===== src/hw/rtl/kdl_count_mem.sv =====
// ---------------------------------------------------------------------------
// kdl_count_mem: per-category fill counts
// Synchronous memory with registered read; a valid bit per category, cleared
// at reset, makes an unwritten count read as zero.
// ---------------------------------------------------------------------------
module kdl_count_mem #(
	parameter int DEPTH = 8,
	parameter int AW    = 3,
	parameter int DW    = 4
) (
	input  logic          clk,
	input  logic          arst_n,
	input  logic          rd_en,
	input  logic [AW-1:0] rd_addr,
	output logic [DW-1:0] rd_data,
	input  logic          wr_en,
	input  logic [AW-1:0] wr_addr,
	input  logic [DW-1:0] wr_data
);
	logic [DW-1:0]    mem [DEPTH];
	logic [DEPTH-1:0] valid_q;

	always_ff @(posedge clk or negedge arst_n) begin
		if (!arst_n) begin
			valid_q <= '0;
		end else if (wr_en) begin
			valid_q[wr_addr] <= 1'b1;
		end
	end

	always_ff @(posedge clk) begin
		if (wr_en) begin
			mem[wr_addr] <= wr_data;
		end
	end

	always_ff @(posedge clk) begin
		if (rd_en) begin
			rd_data <= valid_q[rd_addr] ? mem[rd_addr] : '0;
		end
	end

endmodule


===== config.mk =====
export PLATFORM = sky130hd
export DESIGN_NAME = kdl_count_mem
export DESIGN_NICKNAME = d
export VERILOG_FILES = /design/src/hw/rtl/kdl_count_mem.sv
export SDC_FILE = /design/constraint.sdc
export NUM_CORES = 1
export LEC_CHECK = 0
export BUFFER_PORTS_ARGS = -buffer_cell sky130_fd_sc_hd__buf_4
export CORE_UTILIZATION = 50
export DETAILED_ROUTE_END_ITERATION = 10
export PLACE_DENSITY = 0.69
export SLEW_MARGIN = 15
export SYNTH_ARGS = -nofsm -noshare
export SYNTH_HDL_FRONTEND = slang
export SYNTH_SLANG_ARGS = --single-unit

===== constraint.sdc =====
create_clock -name clk -period 4.04 [get_ports clk]
set_clock_uncertainty 0.15 [all_clocks]
set_input_delay 0.202 -clock clk [delete_from_list [all_inputs] [get_ports clk]]
set_output_delay 0.202 -clock clk [all_outputs]
set_load 0.01 [all_outputs]

==> results of run 1 <==
-- registers in the layout (all words and copies together) (netlist names) --
name	flops
valid_q	8
mem	32
rd_data	4
-- worst paths after layout --
| check | depth (start not counted) | startpoint | end |
|---|---|---|---|
| hold / removal | 2 | arst_n | valid_q[2] |
| hold reg to reg | 1 | valid_q[6] | valid_q[6] |
| setup / recovery | 3 | valid_q[5] | rd_data[3] |
| setup reg to reg | 3 | valid_q[5] | rd_data[3] |
| max in group asynchronous | 2 | arst_n | valid_q[5] |
| min in group clk | 2 | wr_addr[1] | mem[0][0] |
-- placed cells by master (no fill, tap or decap) --
cell type	instances
or2_2	8
mux2i_1	4
nor3_1	2
nor2_1	10
dlygate4sd3_1	6
mux4_2	10
edfxtp_1	36
bufinv_16	3
mux2i_4	1
clkbuf_4	5
nand2b_1	3
dfrtp_1	8
nand2_1	2
buf_4	17
-- report_power, final --
group	internal (mW)	leakage [nW]	switching (mW)
Sequential	0.511	0.402	0.00549
Clock	0.255	0.0654	0.142
Combinational	0.0388	0.238	0.0337
-- cell type report --
type / count / area, um^2 / area share
Clock inverter: 3 / 90.09 / 0.04366
Multi-Input combinational cell: 40 / 411.6 / 0.1995
Sequential cell: 44 / 1281 / 0.6210
Timing Repair Buffer: 23 / 187.7 / 0.09096
Clock buffer: 5 / 37.54 / 0.01819
Tap cell: 44 / 55.05 / 0.02668
-- cells by family after synthesis --
group / after synthesis / synth area share
flops: 44 / 0.7464
simple gates: 25 / 0.07216
buf+inv: 3 / 0.01385
mux: 15 / 0.1676
-- routing by layer --
layer / global-route usage / share of wire / up-vias
li1: - / - / 391
met1: 0.2530 / 0.46 / 431
met2: 0.3061 / 0.48 / 24
met3: 0.07036 / 0.043 / 7
met4: 0.1039 / 0.021 / 0
met5: 0 / 0 / -
-- repair_timing --
action | CTS | global route
hold endpoints to repair | 44 | 0
hold buffers | 6 | 0
gates resized for setup | 0 | 0
-- critical path, stage by stage, from the launching register on --
cell	delay (ps)
dfrtp_1	400
mux4_2	500
mux2i_4	200
nor2_1	80
-- through the flow --
step,hold WS (ps),power [mW],std cells,util
finish,37.27,0.9862,159,0.6544
global route,22.89,1.018,159,0.6544
CTS,10.32,0.9928,159,0.6544
detailed placement,-124.4,0.5964,145,0.5948
global placement,-124.5,0.5938,145,0.5948
floorplan,-243.6,0.5640,87,-
==> run summary, run 1 <==
endpoints failing hold: 0
GP Congestion: 0.7022
pins over their slew limit: 0
via count: 853
clk sink count: 44
number of global-route vias before repair: 918
Synth cell types: 13
crit path max fanout: 4
post-CTS setup buffers: 0
Leak: 0.7053 nW
Chip Height: 60.60 um
outcome: complete, no violations
CTS tree: built
Max-Cap Viols: 0
Hold Path Class: in2async
H-tree levels: 2
Total Routing Usage GR: 0.1994
Mapped Avg Cell Area: 19.73 um^2
NumNets Final: 128
DRC viols: 0
initial core utilization: 0.5444
antenna viol nets, final: 0
dpl hpwl: 1937 um
setup ws final: 2490 ps
CTS buffer count: 5
routed wire length: 2975 um
Seq cells post-synth: 44
Mapped Area: 0.001717 mm^2
total congestion overflow: 0
# IOs: 18
Die Area: 0.003672 mm^2
critical setup path kind: reg2reg
RSZ-0062 raised after global routing: false
Commonest cells post-synth: edfxtp_1 (36), mux4_2 (10), nor2_1 (10), dfrtp_1 (8), or2_2 (8)
pwr/cell area: 478.0 mW/mm^2
initial antenna violation count: 0
CP Data Arrival Time: 1530 ps
site row count: 20
Post-Syn Instances: 87
largest net degree at the start of global routing: 15
die width: 60.60 um
startpoint types: register
Crit. End Element: register
sum of negative setup slack: 0 ps
via/cell ratio: 5.365
Yosys Warn Count: 0
WL/cell: 18.71 um
most frequent cell after synthesis: edfxtp_1
area post-placement: 0.001876 mm^2
number of synthesized flops with an enable pin: 36
Synth top area share: 0.6297
Layout fillers: 241
Area Growth Syn to Fin: 20.19%
Worst Path Required: 4020 ps
TritonRoute pass-1 iters: 3
post-route cell area: 0.002063 mm^2
First DRT Iteration DRCs: 26
worst-skew pair later-pin latency: 350 ps
Post-synth top flop: edfxtp_1
first-pass GRT wire length: 4629 um
minimum clock period: 1550 ps
IO Port Bufs: 17
R2R Setup Slk: 2490 ps
Worst slew margin: 0.4381
Antenna diodes: 0
worst vdd ir: 0.3131 mV
Least-Margin Pin Slew: 836.5 ps
Synth area leaders: edfxtp_1 (63%), mux4_2 (13%), dfrtp_1 (12%)
clock transition at the registers of the reported paths: 130 ps
CTS root buf: clkbuf_4
Syn Nets: 101
Async SR Flop Fraction: 0.1818
sequential area share after synthesis: 0.7464
pre-CTS WS: 2420 ps
fmax: 0.6453 GHz
layout cells sized above 1: 0.3826
# setup viols final: 0
core area: 0.003153 mm^2
CTS max path bufs: 2
area leader, netlist: edfxtp_1
fin crit share: 0.3836
(Power assumes the default switching activity.)
==> run 2: changes to the inputs <==
--- a/config.mk
+++ b/config.mk
@@ -8,7 +8,7 @@
 export BUFFER_PORTS_ARGS = -buffer_cell sky130_fd_sc_hd__buf_4
 export CORE_UTILIZATION = 50
 export DETAILED_ROUTE_END_ITERATION = 10
-export PLACE_DENSITY = 0.69
+export PLACE_DENSITY = 0.72
 export SLEW_MARGIN = 15
 export SYNTH_ARGS = -nofsm -noshare
 export SYNTH_HDL_FRONTEND = slang
==> constraint.sdc (replaced) <==
create_clock -name clk -period 1.4 [get_ports clk]
set_clock_uncertainty 0.15 [all_clocks]
set_input_delay 0.07 -clock clk [delete_from_list [all_inputs] [get_ports clk]]
set_output_delay 0.07 -clock clk [all_outputs]
set_load 0.01 [all_outputs]
==> run 2 against run 1 <==
Effect of this change:
- the flow now finishes with violations (negative setup slack)
- power up 130%
- via count up 5.0%
- routed wire length down 4.3%
- critical path depth unchanged
- register-to-register slack worse by 2600 ps
- sequential power rose to 2.9 times the previous value
- count of clock-buffer cells in the layout unchanged
- first-iteration DRC count up 23%
- final cell count up 8.2%
- die area unchanged
- critical path type unchanged
- highest routed layer unchanged
==> run summary, run 2 (synthesized netlist as in run 1, its figures left out) <==
outcome: finished with violations
failing checks: negative setup slack
# IOs: 18
startpoint types: register
Largest register FFs: 32
fmax: 0.6607 GHz
largest net degree at the start of global routing: 14
DR WL met3: 148 um
routed wire length: 2847 um
Total Routing Usage GR: 0.1938
power consumption: 2.277 mW
post-route cell area: 0.002091 mm^2
Hold Slack: 28.45 ps
NumNets Final: 141
# setup viols final: 4
site row count: 20
GP Congestion: 0.6793
slowest stage delay, CP: 500 ps
Max-Cap Viols: 0
clk sink count: 44
most frequent cells in the layout: edfxtp_1 (36), buf_4 (29), nor2_1 (10), mux4_2 (10)
via count: 896
Top Metal Used: met4
sum of negative setup slack: -447.7 ps
Area Growth Syn to Fin: 21.79%
Worst Path Required: 1370 ps
CTS buffer count: 5
crit path max fanout: 4
number of global-route vias before repair: 943
total congestion overflow: 0
fin crit share: 1.081
setup ws final: -113.4 ps
post-CTS setup buffers: 0
die width: 60.60 um
endpoints failing hold: 0
Least-Margin Pin Slew: 363.9 ps
critical setup path kind: reg2reg
Layout fillers: 232
CTS max path bufs: 2
WL met1: 1231 um
worst-skew pair later-pin latency: 350 ps
Crit. End Element: register
DRC viols: 0
WL/cell: 16.55 um
area post-placement: 0.001966 mm^2
Chip Height: 60.60 um
initial antenna violation count: 0
RSZ-0062 raised after global routing: true
initial core utilization: 0.5444
pwr/cell area: 1089 mW/mm^2
worst vdd ir: 0.6780 mV
First DRT Iteration DRCs: 32
Leak: 0.7354 nW
Hold Path Class: in2reg
dpl hpwl: 2024 um
CP max stage cell: mux4_2
Cell Chain, Critical Path: mux4_2 -> mux2i_4 -> nor2_1
Antenna diodes: 0
most common cell after layout, fill and taps aside: edfxtp_1
minimum clock period: 1513 ps
H-tree levels: 2
first-pass GRT wire length: 4567 um
CTS tree: built
pins over their slew limit: 0
CTS root buf: clkbuf_4
IO Port Bufs: 17
core area: 0.003153 mm^2
Reg with most FFs: mem
metal2 WL: 1412 um
biggest regs: mem: 32 flops, valid_q: 8 flops, rd_data: 4 flops
layout cells sized above 1: 0.4375
CP Data Arrival Time: 1480 ps
Worst slew margin: 0.7566
TritonRoute pass-1 iters: 4
Die Area: 0.003672 mm^2
clock transition at the registers of the reported paths: 120 ps
via/cell ratio: 5.209
antenna viol nets, final: 0
run 2: critical path: cells and delay by family (launching register included):
kind	cells	cell delay, ps
AND/OR/NAND/NOR	1	60
multiplexers	2	690
flip-flops	1	390
run 2: cell type report:
type	count	area [um^2]	share of cell area
clock buffer	5	37.54	0.01795
clock inverter	3	13.76	0.006583
multi-input combinational	40	415.4	0.1987
sequential	44	1281	0.6128
tap	44	55.05	0.02633
timing repair buffer	36	287.8	0.1376
run 2: report_power, final:
| part | switching (mW) | internal (mW) |
|---|---|---|
| registers | 0.0155 | 1.48 |
| clock network | 0.373 | 0.184 |
| logic | 0.100 | 0.129 |
| total | 0.489 | 1.79 |
run 2: through the flow:
| step | std cells | worst slack [ps] | util |
|---|---|---|---|
| 2_1_floorplan | 87 | -57.84 | - |
| 6_report | 172 | -113.4 | 0.6631 |
| 3_5_place_dp | 157 | -113.3 | 0.6234 |
| 3_3_place_gp | 157 | -99.07 | 0.6234 |
| 5_1_grt | 172 | -171.6 | 0.6631 |
| 4_1_cts | 172 | -125.5 | 0.6631 |
run 2: path summary, 6_finish.rpt:
path / start / end / slack (ps) / depth (start not counted)
hold reg to reg: valid_q[5] / valid_q[5] / 330 / 1
max in group asynchronous: arst_n / valid_q[2] / 310 / 3
hold / removal: rd_addr[1] / rd_data[2] / 30 / 3
setup reg to reg: valid_q[7] / rd_data[3] / -110 / 3
min in group asynchronous: arst_n / valid_q[0] / 530 / 3
setup / recovery: valid_q[7] / rd_data[3] / -110 / 3
run 2: what timing repair did:
action | CTS | global route
resized for setup | 1 | 0
hold buffers | 7 | 0
endpoints found under the hold margin | 44 | 0
endpoints found under the setup margin | 4 | 4
run 2: metal layers:
metal	vias to the layer above	GRT usage
li1	415	-
met1	447	0.2485
met2	28	0.3046
met3	6	0.06397
met4	0	0.08766
met5	-	0
==> run 3: changes to the inputs <==
--- a/config.mk
+++ b/config.mk
@@ -5,6 +5,7 @@
 export SDC_FILE = /design/constraint.sdc
 export NUM_CORES = 1
 export LEC_CHECK = 0
+export ABC_AREA = 1
 export BUFFER_PORTS_ARGS = -buffer_cell sky130_fd_sc_hd__buf_4
 export CORE_UTILIZATION = 50
 export DETAILED_ROUTE_END_ITERATION = 10
==> run 3 against run 2 <==
Effect of this change:
- the run now ends clean
- via count increased by 51%
- sequential power about the same
- fmax is 14% higher
- combinational power increased by 2%
- critical path depth grew 1
- largest cell class unchanged
- largest power group unchanged
==> run summary, run 3 <==
post-CTS setup buffers: 0
clock transition at the registers of the reported paths: 80 ps
Commonest cells post-synth: nand2_1 (75), inv_1 (48), edfxtp_1 (36), nand3_1 (20)
sequential share of power: 0.587
CTS tree: built
pins over their slew limit: 0
sum of negative setup slack: 0 ps
CTS buffer count: 5
CTS max path bufs: 2
total congestion overflow: 0
GRT busiest layer: met2
Mapped Avg Cell Area: 9.307 um^2
startpoint types: primary input
number of global-route vias before repair: 1373
Sw Ratio: 0.2170
Syn Nets: 224
most common cell after layout, fill and taps aside: nand2_1
pwr/cell area: 1080 mW/mm^2
biggest regs: mem: 32 flops, valid_q: 8 flops, rd_data: 4 flops
Die Area: 0.004163 mm^2
sequential area share after synthesis: 0.6556
TritonRoute pass-1 iters: 4
Synth top area share: 0.5531
Largest register FFs: 32
clk sink count: 44
Yosys Warn Count: 0
initial core utilization: 0.5259
switching power total: 0.5423 mW
DRC viols: 0
First DRT Iteration DRCs: 57
IO Port Bufs: 17
most frequent cell after synthesis: nand2_1
GRT met2 Usage: 0.3132
CP Buf/Inv Count: 2
die width: 64.52 um
worst r2r path cells: 8
core area: 0.003716 mm^2
area leader, netlist: edfxtp_1
via count: 1349
Chip Height: 64.52 um
Cell Chain, Critical Path: buf_4 -> dlygate4sd3_1 -> nand2_1 -> nor2_1
WL/cell: 12.18 um
# IOs: 18
Post-synth top flop: edfxtp_1
hold path cells: 4
GR Layer Usage met3: 0.07394
largest net degree at the start of global routing: 21
site row count: 22
H-tree levels: 2
Antenna diodes: 0
GP Congestion: 0.8469
Seq cells post-synth: 44
worst-skew pair later-pin latency: 290 ps
initial antenna violation count: 0
Max-Cap Viols: 0
slowest stage delay, CP: 570 ps
Least-Margin Pin Slew: 359.3 ps
fmax: 0.7501 GHz
Top delay family on crit path: buffers and inverters
met1 Track Usage GR: 0.2279
minimum clock period: 1333 ps
dpl hpwl: 2498 um
Area Growth Syn to Fin: 18.37%
Synth cell types: 12
outcome: complete, no violations
Total Routing Usage GR: 0.1952
via/cell ratio: 4.668
# setup viols final: 0
antenna viol nets, final: 0
Reg with most FFs: mem
Async SR Flop Fraction: 0.1818
clock network fraction of design power: 0.319
power consumption: 2.499 mW
fin crit share: 0.9522
Hold Path Class: in2reg
CP max stage cell: dlygate4sd3_1
critical path depth in cells: 4
CTS root buf: clkbuf_8
NumNets Final: 254
Cell Int Power: 1.957 mW
Worst slew margin: 0.7596
Worst Path Required: 1220 ps
number of synthesized flops with an enable pin: 36
Synth area leaders: edfxtp_1 (55%), nand2_1 (14%), dfrtp_1 (10%)
CP Data Arrival Time: 1150 ps
critical setup path kind: in2reg
Combinational Power Share: 0.094
Leak: 1.126 nW
most frequent cells in the layout: nand2_1 (74), inv_1 (48), edfxtp_1 (36), nand3_1 (20), buf_4 (19)
Mapped Area: 0.001954 mm^2
layout cells sized above 1: 0.1245
Post-Syn Instances: 210
endpoints failing hold: 0
routed wire length: 3520 um
first-pass GRT wire length: 5885 um
RSZ-0062 raised after global routing: false
Crit. End Element: register
crit path max fanout: 4
worst vdd ir: 0.7073 mV
-- run 3: path summary, 6_finish.rpt --
check	startpoint	end	slack, ps
worst min register to register	valid_q[3]	valid_q[3]	320
min in group asynchronous	arst_n	valid_q[2]	580
max in group asynchronous	arst_n	valid_q[5]	270
worst max register to register	mem[4][0]	rd_data[0]	160
worst min-delay path	wr_addr[2]	valid_q[3]	20
worst max-delay path	wr_addr[1]	mem[2][1]	70
-- run 3: per-layer routing --
metal  routed length, um  share of wire  vias to the layer above
met4                  80          0.023                        0
met3                 219          0.062                       11
met2                1611           0.46                       42
met5                   0              0                        -
met1                1609           0.46                      595
li1                    -              -                      701
-- run 3: logic make-up after synthesis --
group	after synthesis	synth area share
compound gates	8	0.02049
buf+inv	55	0.1133
flops	44	0.6556
simple gates	103	0.2106
-- run 3: repair_timing --
item / CTS / global route
hold buffers: 9 / 0
resized for setup: 0 / 4
endpoints found under the setup margin: 0 / 11
endpoints found under the hold margin: 47 / 0
-- run 3: worst reg2reg max path, stage by stage, from the launching register on --
cell      delay, ps
edfxtp_1        380
inv_1            70
nand2_1          60
nand3_1         100
nand2_1          70
nand2_1          50
nand2_1          50
nand2_1          50
inv_1            30
-- run 3: metrics by stage --
| step | worst slack (ps) | hold slack [ps] | area (um^2) | util | cells |
|---|---|---|---|---|---|
| after floorplan | 244.4 | -375.6 | 1954 | - | 210 |
| after global placement | 109.4 | -260.2 | 2123 | 0.5714 | 272 |
| after detailed placement | 89.73 | -258.2 | 2123 | 0.5714 | 272 |
| after CTS | 79.35 | 3.410 | 2303 | 0.6199 | 289 |
| after global routing | 2.613 | 52.80 | 2313 | 0.6226 | 289 |
| final | 66.91 | 23.52 | 2313 | 0.6226 | 289 |
-- run 3: final cells by class --
cell class,instances,area [um^2]
multi-input combinational,111,461.7
timing repair buffer,28,232.7
fill,325,1403
inverter,50,187.7
clock buffer,8,90.09
tap,48,60.06
sequential,44,1281
-- run 3: power groups by stage --
stage	sequential [mW]	combinational, mW	clock [mW]
after floorplan	1.50	0.117	0
after global placement	1.50	0.210	0
after detailed placement	1.50	0.212	0
after CTS	1.47	0.233	0.807
after global routing	1.47	0.265	0.857
final	1.47	0.234	0.797
