File: src/hw/rtl/kdl_pkg.sv
// ---------------------------------------------------------------------------
// kdl_pkg: shared types and constants for the keyed table lookup block
// Field widths, command and status codes, sequencer states, entry layout and
// the fixed-point constants of the volume mapping.
// ---------------------------------------------------------------------------
package kdl_pkg;

	localparam int NUM_CATEGORIES_DEF = 8;
	localparam int TABLE_SLOTS_DEF    = 16;

	localparam int CAT_W    = 3;
	localparam int KEY_W    = 8;
	localparam int SID_W    = 32;
	localparam int PITCH_W  = 16;
	localparam int VOL_W    = 15;
	localparam int STATUS_W = 3;

	localparam int S_TDATA_W = 128;
	localparam int M_TDATA_W = 80;

	// 100 percent in units of 1/256 percent
	localparam logic [VOL_W-1:0] FULL_SCALE = 15'd25600;

	// floor(x / 100) == (x * VMAP_RECIP) >> VMAP_SHIFT for every x below 2^22
	localparam int VMAP_SHIFT = 29;
	localparam logic [22:0] VMAP_RECIP = 23'd5368710;

	typedef enum logic {
		CMD_DEFINE = 1'b0,
		CMD_LOOKUP = 1'b1
	} kdl_cmd_t;

	typedef enum logic [STATUS_W-1:0] {
		STAT_ADDED     = 3'd0,
		STAT_REDEFINED = 3'd1,
		STAT_FULL      = 3'd2,
		STAT_EXACT     = 3'd3,
		STAT_DEFAULT   = 3'd4,
		STAT_MISS      = 3'd5,
		STAT_DISABLED  = 3'd6
	} kdl_status_t;

	typedef enum logic [2:0] {
		ST_IDLE,
		ST_COUNT,
		ST_SCAN,
		ST_MAP,
		ST_DONE
	} kdl_state_t;

	typedef struct packed {
		logic [KEY_W-1:0]   key;
		logic [SID_W-1:0]   sound;
		logic [PITCH_W-1:0] pitch_high;
		logic [PITCH_W-1:0] pitch_low;
		logic [VOL_W-1:0]   volume_high;
		logic [VOL_W-1:0]   volume_low;
	} kdl_entry_t;

	typedef struct packed {
		logic rd_en;
		logic wr_en;
	} kdl_mem_ctl_t;

endpackage

File: src/hw/rtl/kdl_vmap.sv
// ---------------------------------------------------------------------------
// kdl_vmap: volume range mapping
// Three-stage pipe: low + trunc((high - low) * request / 25600), then the
// optional clip to high and saturation to 0..25600.
// ---------------------------------------------------------------------------
module kdl_vmap (
	input  logic                      clk,
	input  logic                      arst_n,
	input  logic                      start,
	input  logic [kdl_pkg::VOL_W-1:0] volume_high,
	input  logic [kdl_pkg::VOL_W-1:0] volume_low,
	input  logic [kdl_pkg::VOL_W-1:0] volume_request,
	input  logic                      clip_to_high,
	output logic                      done,
	output logic [kdl_pkg::VOL_W-1:0] mapped_volume
);
	import kdl_pkg::*;

	logic             vld_s1, vld_s2, vld_s3;
	logic [VOL_W-1:0] hi_s1, lo_s1, req_s1;
	logic [VOL_W-1:0] hi_s2, lo_s2, req_s2;
	logic             clip_s1, full_s1, neg_s1;
	logic             clip_s2, full_s2, neg_s2;
	logic [29:0]      prod_s1;
	logic [44:0]      prod_s2;
	logic [VOL_W-1:0] vol_s3;

	logic             neg_c;
	logic [VOL_W-1:0] mag_c;
	logic [15:0]      quot_c;
	logic signed [17:0] lo_c, quot_x_c, hi_x_c, sum_c, clip_c, sat_c;

	always_comb begin
		neg_c = volume_high < volume_low;
		mag_c = neg_c ? (volume_low - volume_high) : (volume_high - volume_low);
	end

	always_ff @(posedge clk or negedge arst_n) begin
		if (!arst_n) begin
			vld_s1 <= 1'b0;
			vld_s2 <= 1'b0;
			vld_s3 <= 1'b0;
		end else begin
			vld_s1 <= start;
			vld_s2 <= vld_s1;
			vld_s3 <= vld_s2;
		end
	end

	always_ff @(posedge clk) begin
		hi_s1   <= volume_high;
		lo_s1   <= volume_low;
		req_s1  <= volume_request;
		clip_s1 <= clip_to_high;
		full_s1 <= (volume_low == '0) && (volume_high == FULL_SCALE);
		neg_s1  <= neg_c;
		prod_s1 <= 30'(mag_c) * 30'(volume_request);

		hi_s2   <= hi_s1;
		lo_s2   <= lo_s1;
		req_s2  <= req_s1;
		clip_s2 <= clip_s1;
		full_s2 <= full_s1;
		neg_s2  <= neg_s1;
		// divide by 256 is the shift, divide by 100 the reciprocal multiply
		prod_s2 <= 45'(prod_s1[29:8]) * 45'(VMAP_RECIP);

		vol_s3  <= sat_c[VOL_W-1:0];
	end

	always_comb begin
		quot_c   = prod_s2[44:VMAP_SHIFT];
		lo_c     = signed'({3'b000, lo_s2});
		hi_x_c   = signed'({3'b000, hi_s2});
		quot_x_c = signed'({2'b00, quot_c});
		if (full_s2) begin
			sum_c = signed'({3'b000, req_s2});
		end else if (neg_s2) begin
			sum_c = lo_c - quot_x_c;
		end else begin
			sum_c = lo_c + quot_x_c;
		end
		clip_c = (clip_s2 && (sum_c > hi_x_c)) ? hi_x_c : sum_c;
		if (clip_c < 18'sd0) begin
			sat_c = '0;
		end else if (clip_c > signed'({3'b000, FULL_SCALE})) begin
			sat_c = signed'({3'b000, FULL_SCALE});
		end else begin
			sat_c = clip_c;
		end
	end

	assign done          = vld_s3;
	assign mapped_volume = vol_s3;

endmodule

File: config.mk
export PLATFORM = sky130hd
export DESIGN_NAME = kdl_vmap
export DESIGN_NICKNAME = d
export VERILOG_FILES = /design/src/hw/rtl/kdl_pkg.sv /design/src/hw/rtl/kdl_vmap.sv
export SDC_FILE = /design/constraint.sdc
export NUM_CORES = 1
export LEC_CHECK = 0
export BUFFER_PORTS_ARGS = -buffer_cell sky130_fd_sc_hd__buf_4
export CAP_MARGIN = 20
export CORE_MARGIN = 2
export CORE_UTILIZATION = 45
export CTS_CLUSTER_DIAMETER = 150
export DETAILED_ROUTE_END_ITERATION = 8
export HOLD_SLACK_MARGIN = 0.12
export PLACE_DENSITY = 0.64
export SLEW_MARGIN = 10
export SYNTH_ARGS = -nofsm -noshare
export SYNTH_HDL_FRONTEND = slang
export SYNTH_SLANG_ARGS = --single-unit
File: constraint.sdc
create_clock -name clk -period 8.1 [get_ports clk]
set_input_delay 0.405 -clock clk [delete_from_list [all_inputs] [get_ports clk]]
set_output_delay 0.405 -clock clk [all_outputs]
set_load 0.02 [all_outputs]
==> out/results.txt, run 1 <==
Required arrival time at the worst endpoint -> 8.46 ns
I/O pin count -> 65
Post-Synth Adder-Cell Area -> 0.535
Cell type with the highest aggregate area in the netlist -> sky130_fd_sc_hd__fa_1
Largest net degree at the start of global routing -> 31
Largest cells by area after synthesis -> sky130_fd_sc_hd__fa_1, sky130_fd_sc_hd__ha_1, sky130_fd_sc_hd__dfxtp_1
TritonCTS buffer count -> 17
Final worst-path cycle share -> 0.972
TNS Setup -> 0 ns
Synthesized-area fraction occupied by and/or/nand/nor cells -> 0.109
Arrival time of the worst setup path -> 8.24 ns
Critical path launch point type -> input port
Endpoint type of the worst setup path -> flop
Fin Clk Skew -> 0.0144 ns
Antenna Diode Count -> 0
FF+latch count, synth -> 152
Die outline width -> 227 µm
Summed instance area of the synthesized netlist -> 22,500 µm²
FFs w/ async S/R, synth -> 0.0197
Area share of the leading cell type in the synthesized netlist -> 0.310
Largest family of logic cells by synthesized area -> adder cells
Detail Route Antenna Nets -> 0
DR vias -> 16,300
Top cells by instance count after synthesis -> sky130_fd_sc_hd__inv_1, sky130_fd_sc_hd__ha_1, sky130_fd_sc_hd__fa_1, sky130_fd_sc_hd__dfxtp_1, sky130_fd_sc_hd__nand2_1
DRC Markers -> 0
Xor and xnor area share after synthesis -> 0.0241
Complex-gate fraction of the synthesized area -> 0.0963
Time the final worst path needs with I/O delays and setup -> 7.88 ns
Post-layout net count -> 3,233
Post-synthesis average cell area -> 9.78 µm²
First-iteration detailed-routing DRC count -> 912
Normalized max-slew margin -> 0.475
Clk sink count -> 152
Initial standard-cell utilization of the core -> 0.458
Crit Path Max Fanout -> 12
Ys flop type -> sky130_fd_sc_hd__dfxtp_1
Via count normalized by instance count -> 5.24
Via count of the first global-routing pass -> 17,600
Run status -> completed
Mux contribution to synthesized area -> 0.0101
Most used cell along the critical path -> sky130_fd_sc_hd__fa_1
Master cell of the clock root buffer -> sky130_fd_sc_hd__clkbuf_16
Hold Violations, Final -> 0
Clock H-tree levels -> 4
Synth cell types -> 83
Port bufs -> 64
Total count of max-transition violations in the final report -> 0
Post-layout instance area -> 25,100 µm²
Number of antenna violations at the first check in global routing -> 2
Die Outline Area -> 51,700 µm²
Worst-case register-to-register setup slack -> 0.98 ns
Global-route usage over all layers -> 0.230
Die height -> 227 µm
Cell area after placement -> 24,300 µm²
Fraction of layout cells with a size suffix above 1 -> 0.108
Post-CTS clock slew at the launch and capture registers of the worst setup and hold paths -> 0.07 ns
Global-route wire length before repair -> 92.2 mm
Clock tree from TritonCTS -> yes
Critical path class -> input port to flop
Area Growth Syn to Fin -> 12.0%
Max clock buf depth -> 2
Post-Syn Nets -> 3,097
Clock latency reported for the late side of the worst-skew pair -> 0.43 ns
Overall overflow remaining after global route -> 0
Detailed Route WL -> 56.2 mm
Fraction of the yosys area taken by sequential cells -> 0.136
Fmax achieved -> 127 MHz
Maximum Capacitance Violations -> 0
Placed wire-length estimate after detailed placement -> 47.6 mm
Cell type of the slowest stage on the worst timing path -> sky130_fd_sc_hd__fa_1
Tightest Pin Transition -> 0.779 ns
Hold Path Class -> input port to flop
Cell count after synthesis -> 2,297
Core footprint -> 49,100 µm²
Number of detailed-routing iterations run before antenna repair -> 6
Number of flops mapped to enable cells by yosys -> 0
Warnings, synthesis -> 0
CP max stage delay -> 0.54 ns
Row cnt -> 81
Layout filler cell count -> 4,566
WL per Instance -> 18.1 µm
Weighted congestion at the end of routability-driven global placement -> 0.925
Final setup violation count -> 0
Most common cell in the synthesized netlist -> sky130_fd_sc_hd__inv_1
cells in the final DEF (no fill, tap or decap), drive strengths merged, types with 53 or more instances in the layout:
| master | n |
|---|---|
| nand2 | 144 |
| fa | 348 |
| buf | 166 |
| ha | 403 |
| and2 | 127 |
| a21oi | 93 |
| dfxtp | 149 |
| inv | 470 |
| o21ai | 53 |
| nor2 | 62 |
sequential cells by signal (all words and copies together) (netlist names), 15 cells and up:
register and cells:
lo_s2 15, req_s2 15, prod_s2 16, req_s1 15, prod_s1 22, hi_s2 15, lo_s1 15, hi_s1 15
mapped_volume 15
kinds of logic after synthesis:
group           Yosys count
mux                      22
buf+inv                 522
flops                   152
simple gates            475
xor+xnor                 61
compound gates          314
fa+ha+maj               751
routing by layer:
metal  track usage  routed length (µm)  vias to the layer above
met5             0                   0                        -
met4        0.0698                1560                        0
met3        0.0355                2930                       95
met2         0.383               26500                      424
met1         0.308               25200                     8091
li1              -                   -                     7676
stage by stage:
stage	std cells	worst slack (ns)	hold slack [ns]	util
after CTS	3108	0.134	0.124	0.509
after global routing	3110	-0.00412	0.125	0.513
after detailed placement	3065	-0.228	0.196	0.495
final	3110	0.224	0.140	0.513
after floorplan	2297	-0.0119	0.109	-
after global placement	3065	-0.198	0.194	0.495
worst max-delay path: cells and delay by family:
family	cells	cell delay, ns
XOR/XNOR	1	0.12
buffers and inverters	7	0.66
multiplexers	1	0.37
AO/OA/AOI/OAI	11	2.22
AND/OR/NAND/NOR	4	0.95
adder cells (fa/ha/maj)	8	3.49
worst paths after layout:
check                               to  cells after the start            from
setup / recovery           prod_s1[23]                     32  volume_high[6]
hold / removal                hi_s1[8]                      1  volume_high[8]
setup reg to reg           prod_s2[44]                     20     prod_s1[22]
hold reg to reg               hi_s2[6]                      0        hi_s1[6]
max in group asynchronous       vld_s1                      2          arst_n
min in group asynchronous       vld_s2                      2          arst_n
layout make-up:
type	instances	area (µm²)	area share
Clock buffer	17	425	0.0169
Timing Repair Buffer	177	1390	0.0552
Clock inverter	15	156	0.00622
Tap cell	664	831	0.0330
Sequential cell	152	3060	0.122
Multi-Input combinational cell	1623	17600	0.698
Inverter	462	1730	0.0690
repair_timing:
item                                   in CTS  in global routing
hold buffers                               11                  0
gates resized for setup                     0                 35
setup endpoints to repair                   0                 13
endpoints found under the hold margin      13                  0
buffers inserted                            0                  2
Power of run 1 is not shown: default switching activity piles up to over one toggle a cycle in this logic, so the estimate is an artifact.
==> run 2: changes to the inputs <==
Settings changed: ABC_AREA set to 1, CORE_MARGIN 2 to not set.
==> run 2 against run 1 <==
Compared with the run above: critical path type unchanged; worst setup slack better by 0.18 ns; register-to-register slack gained 0.45 ns; via count up 10%; critical endpoint unchanged; critical path depth stayed put; synthesized cell count grew 19%; sequential share of layout area is 0.17 points lower; wire length up 13%; first-iteration DRC count increased by 26%; area after synthesis increased by 3.1%.
==> out/results.txt, run 2 <==
Run status -> completed
Clock latency reported for the late side of the worst-skew pair -> 0.45 ns (+0.02 ns)
Cell type with the highest aggregate area in the netlist -> sky130_fd_sc_hd__fa_1
Largest reg by FF count -> prod_s1
Fraction of layout cells with a size suffix above 1 -> 0.0603 (-0.0472)
Most common cell in the synthesized netlist -> sky130_fd_sc_hd__inv_1
Worst-case register-to-register setup slack -> 1.43 ns (+0.45 ns)
Total count of max-transition violations in the final report -> 0 (unchanged)
Required arrival time at the worst endpoint -> 8.43 ns (-0.03 ns)
Most used cell along the critical path -> sky130_fd_sc_hd__inv_1
Final setup violation count -> 0 (unchanged)
Row cnt -> 82 (+1.2%)
Weighted congestion at the end of routability-driven global placement -> 0.943 (+1.9%)
Worst setup path endpoint -> prod_s1[23]
Number of flops mapped to enable cells by yosys -> 0 (unchanged)
Top library cells by usage in the layout, fill and taps aside -> sky130_fd_sc_hd__inv_1, sky130_fd_sc_hd__ha_1, sky130_fd_sc_hd__nand2_1
Crit Path Max Fanout -> 11 (-1)
Startpoint of the most critical register-to-register path -> prod_s1[21]
Least setup slack across all paths after layout -> 0.403 ns (+0.179 ns)
WL per Instance -> 18.1 µm (+0.28%)
Hold Violations, Final -> 0 (unchanged)
Time the final worst path needs with I/O delays and setup -> 7.70 ns (-0.179 ns)
Post-layout net count -> 3,622 (+12%)
Placed wire-length estimate after detailed placement -> 54.7 mm (+15%)
Number of flip-flops in the largest register -> 22 (unchanged)
Master cell of the clock root buffer -> sky130_fd_sc_hd__clkbuf_16
Global-route wire length before repair -> 103 mm (+12%)
Hold Path Class -> input port to flop
Warnings, synthesis -> 0 (unchanged)
Fin Clk Skew -> 0.0140 ns (-0.000326 ns)
Largest cells by area after synthesis -> sky130_fd_sc_hd__fa_1, sky130_fd_sc_hd__ha_1, sky130_fd_sc_hd__dfxtp_1
TritonCTS buffer count -> 17 (unchanged)
Layout filler cell count -> 4,875 (+6.8%)
Die outline width -> 229 µm (+0.65%)
Critical path class -> input port to flop
Worst slack after detailed placement -> 0.175 ns (+0.404 ns)
Tightest Pin Transition -> 0.764 ns (-0.0145 ns)
Normalized max-slew margin -> 0.490 (+0.0146)
Most common cell after layout, fill and taps aside -> sky130_fd_sc_hd__inv_1
Clk sink count -> 152 (unchanged)
Cell area after placement -> 24,400 µm² (+0.36%)
Area Growth Syn to Fin -> 10.1%
Max clock buf depth -> 2 (unchanged)
Largest registers -> prod_s1: 22 flops, prod_s2: 16 flops
Global-route usage over all layers -> 0.252 (+0.0225)
Clock H-tree levels -> 4 (unchanged)
Synth cell types -> 51 (-39%)
Top cells by instance count after synthesis -> sky130_fd_sc_hd__inv_1, sky130_fd_sc_hd__ha_1, sky130_fd_sc_hd__nand2_1, sky130_fd_sc_hd__fa_1, sky130_fd_sc_hd__nor2_1
DRC Markers -> 0 (unchanged)
Post-CTS clock slew at the launch and capture registers of the worst setup and hold paths -> 0.08 ns (about the same)
FFs w/ async S/R, synth -> 0.0197 (unchanged)
Number of antenna violations at the first check in global routing -> 1 (-1)
Port bufs -> 64 (unchanged)
FF+latch count, synth -> 152 (unchanged)
Detail Route Antenna Nets -> 0 (unchanged)
Die height -> 229 µm (+0.65%)
Ys flop type -> sky130_fd_sc_hd__dfxtp_1
Number of detailed-routing iterations run before antenna repair -> 5 (-1)
Initial standard-cell utilization of the core -> 0.459 (+0.00102)
Endpoint type of the worst setup path -> flop
Arrival time of the worst setup path -> 8.03 ns (-0.21 ns)
Core footprint -> 50,500 µm² (+2.9%)
Launch point of the critical path -> volume_low[14]
Number of cells on the worst reg-to-reg path -> 21 (+5.0%)
TNS Setup -> 0 ns (unchanged)
Die Outline Area -> 52,400 µm² (+1.3%)
Clock tree from TritonCTS -> yes
Via count normalized by instance count -> 5.13 (-2.0%)
Summed instance area of the synthesized netlist -> 23,200 µm² (+3.1%)
Detailed Route WL -> 63.6 mm (+13%)
Fmax achieved -> 130 MHz (+2.3%)
Endpoint of the most critical register-to-register path -> prod_s2[44]
First-iteration detailed-routing DRC count -> 1,145 (+26%)
CP max stage delay -> 0.55 ns (about the same)
I/O pin count -> 65 (unchanged)
Maximum Capacitance Violations -> 0 (unchanged)
Overall overflow remaining after global route -> 0 (unchanged)
Largest net degree at the start of global routing -> 30 (-3.2%)
Post-layout instance area -> 25,500 µm² (+1.4%)
Critical path launch point type -> input port
Cell type of the slowest stage on the worst timing path -> sky130_fd_sc_hd__fa_1
Unrepaired setup endpoints after global routing -> no
Post-Syn Nets -> 3,526 (+14%)
Post-synthesis average cell area -> 8.50 µm² (-13%)
Cell count after synthesis -> 2,726 (+19%)
Antenna Diode Count -> 0 (unchanged)
Via count of the first global-routing pass -> 19,300 (+9.2%)
Final worst-path cycle share -> 0.950 (-0.0221)
Fraction of the yosys area taken by sequential cells -> 0.132 (-0.00414)
Area share of the leading cell type in the synthesized netlist -> 0.301 (-0.00943)
DR vias -> 18,000 (+10%)
## run 2: cell types whose count changed in the layout (fill, tap and decap cells not counted), moves of 45 or more
cell / delta
sky130_fd_sc_hd__a21o_1: -45
sky130_fd_sc_hd__nor2_1: +204
sky130_fd_sc_hd__inv_1: +141
sky130_fd_sc_hd__buf_4: -86
sky130_fd_sc_hd__nand2_1: +247
sky130_fd_sc_hd__a21oi_1: +58
sky130_fd_sc_hd__nand3_1: +54
sky130_fd_sc_hd__and2_1: -121
## run 2: how the worst min path moves through the flow
stage          cells after the start               from         to  slack, ns
2_1_floorplan                      0             arst_n       done       0.11
3_3_place_gp                       1             arst_n     vld_s1       0.19
3_5_place_dp                       1             arst_n     vld_s1       0.20
4_1_cts                            1  volume_request[1]  req_s1[1]       0.12
5_1_grt                            1  volume_request[1]  req_s1[1]       0.13
6_report                           1  volume_request[1]  req_s1[1]       0.16
## run 2: cell type report
type | instances | area (µm²) | area share
timing repair buffer | 113 | 942 | 0.0369
clock inverter | 15 | 209 | 0.00819
clock buffer | 17 | 425 | 0.0167
tap | 672 | 841 | 0.0330
inverter | 617 | 2320 | 0.0909
multi-input combinational | 1921 | 17700 | 0.694
sequential | 152 | 3060 | 0.120
## run 2: critical path, delay by kind of cell
kind                     cells  cell delay, ns
adder cells (fa/ha/maj)      8            3.81
buffers and inverters       10            1.39
AND/OR/NAND/NOR              4            0.62
AO/OA/AOI/OAI                8            1.47
XOR/XNOR                     2            0.31
## run 2: cells by family (layout without fill, tap and decap cells)
group           after synthesis  in the layout  share of synthesized area
simple gates                786            786                      0.138
fa+ha+maj                   751            751                      0.518
buf+inv                     654            762                      0.108
compound gates              312            313                     0.0771
flops                       152            152                      0.132
xor+xnor                     69             69                     0.0261
mux                           2              2                   0.000864
## run 2: routing by layer
layer	wire, µm	vias up	track usage	share of wire
li1	-	8666	-	-
met1	29100	8751	0.345	0.46
met2	29400	486	0.415	0.46
met3	3330	90	0.0332	0.052
met4	1750	0	0.0769	0.027
met5	0	-	0	0
## run 2: timing repair
| item | 4_1_cts | 5_1_grt |
|---|---|---|
| hold buffers | 36 | 0 |
| setup endpoints to repair | 0 | 18 |
| hold endpoints to repair | 38 | 0 |
| setup buffers | 0 | 2 |
| resized for setup | 0 | 34 |
## run 2: metrics by stage
step / std cells / util / hold WS [ns]
6_report: 3507 / 0.505 / 0.161
5_1_grt: 3507 / 0.505 / 0.130
4_1_cts: 3504 / 0.503 / 0.124
3_5_place_dp: 3436 / 0.483 / 0.197
3_3_place_gp: 3436 / 0.483 / 0.194
2_1_floorplan: 2726 / - / 0.109
Power of run 2 is left out for the same reason.
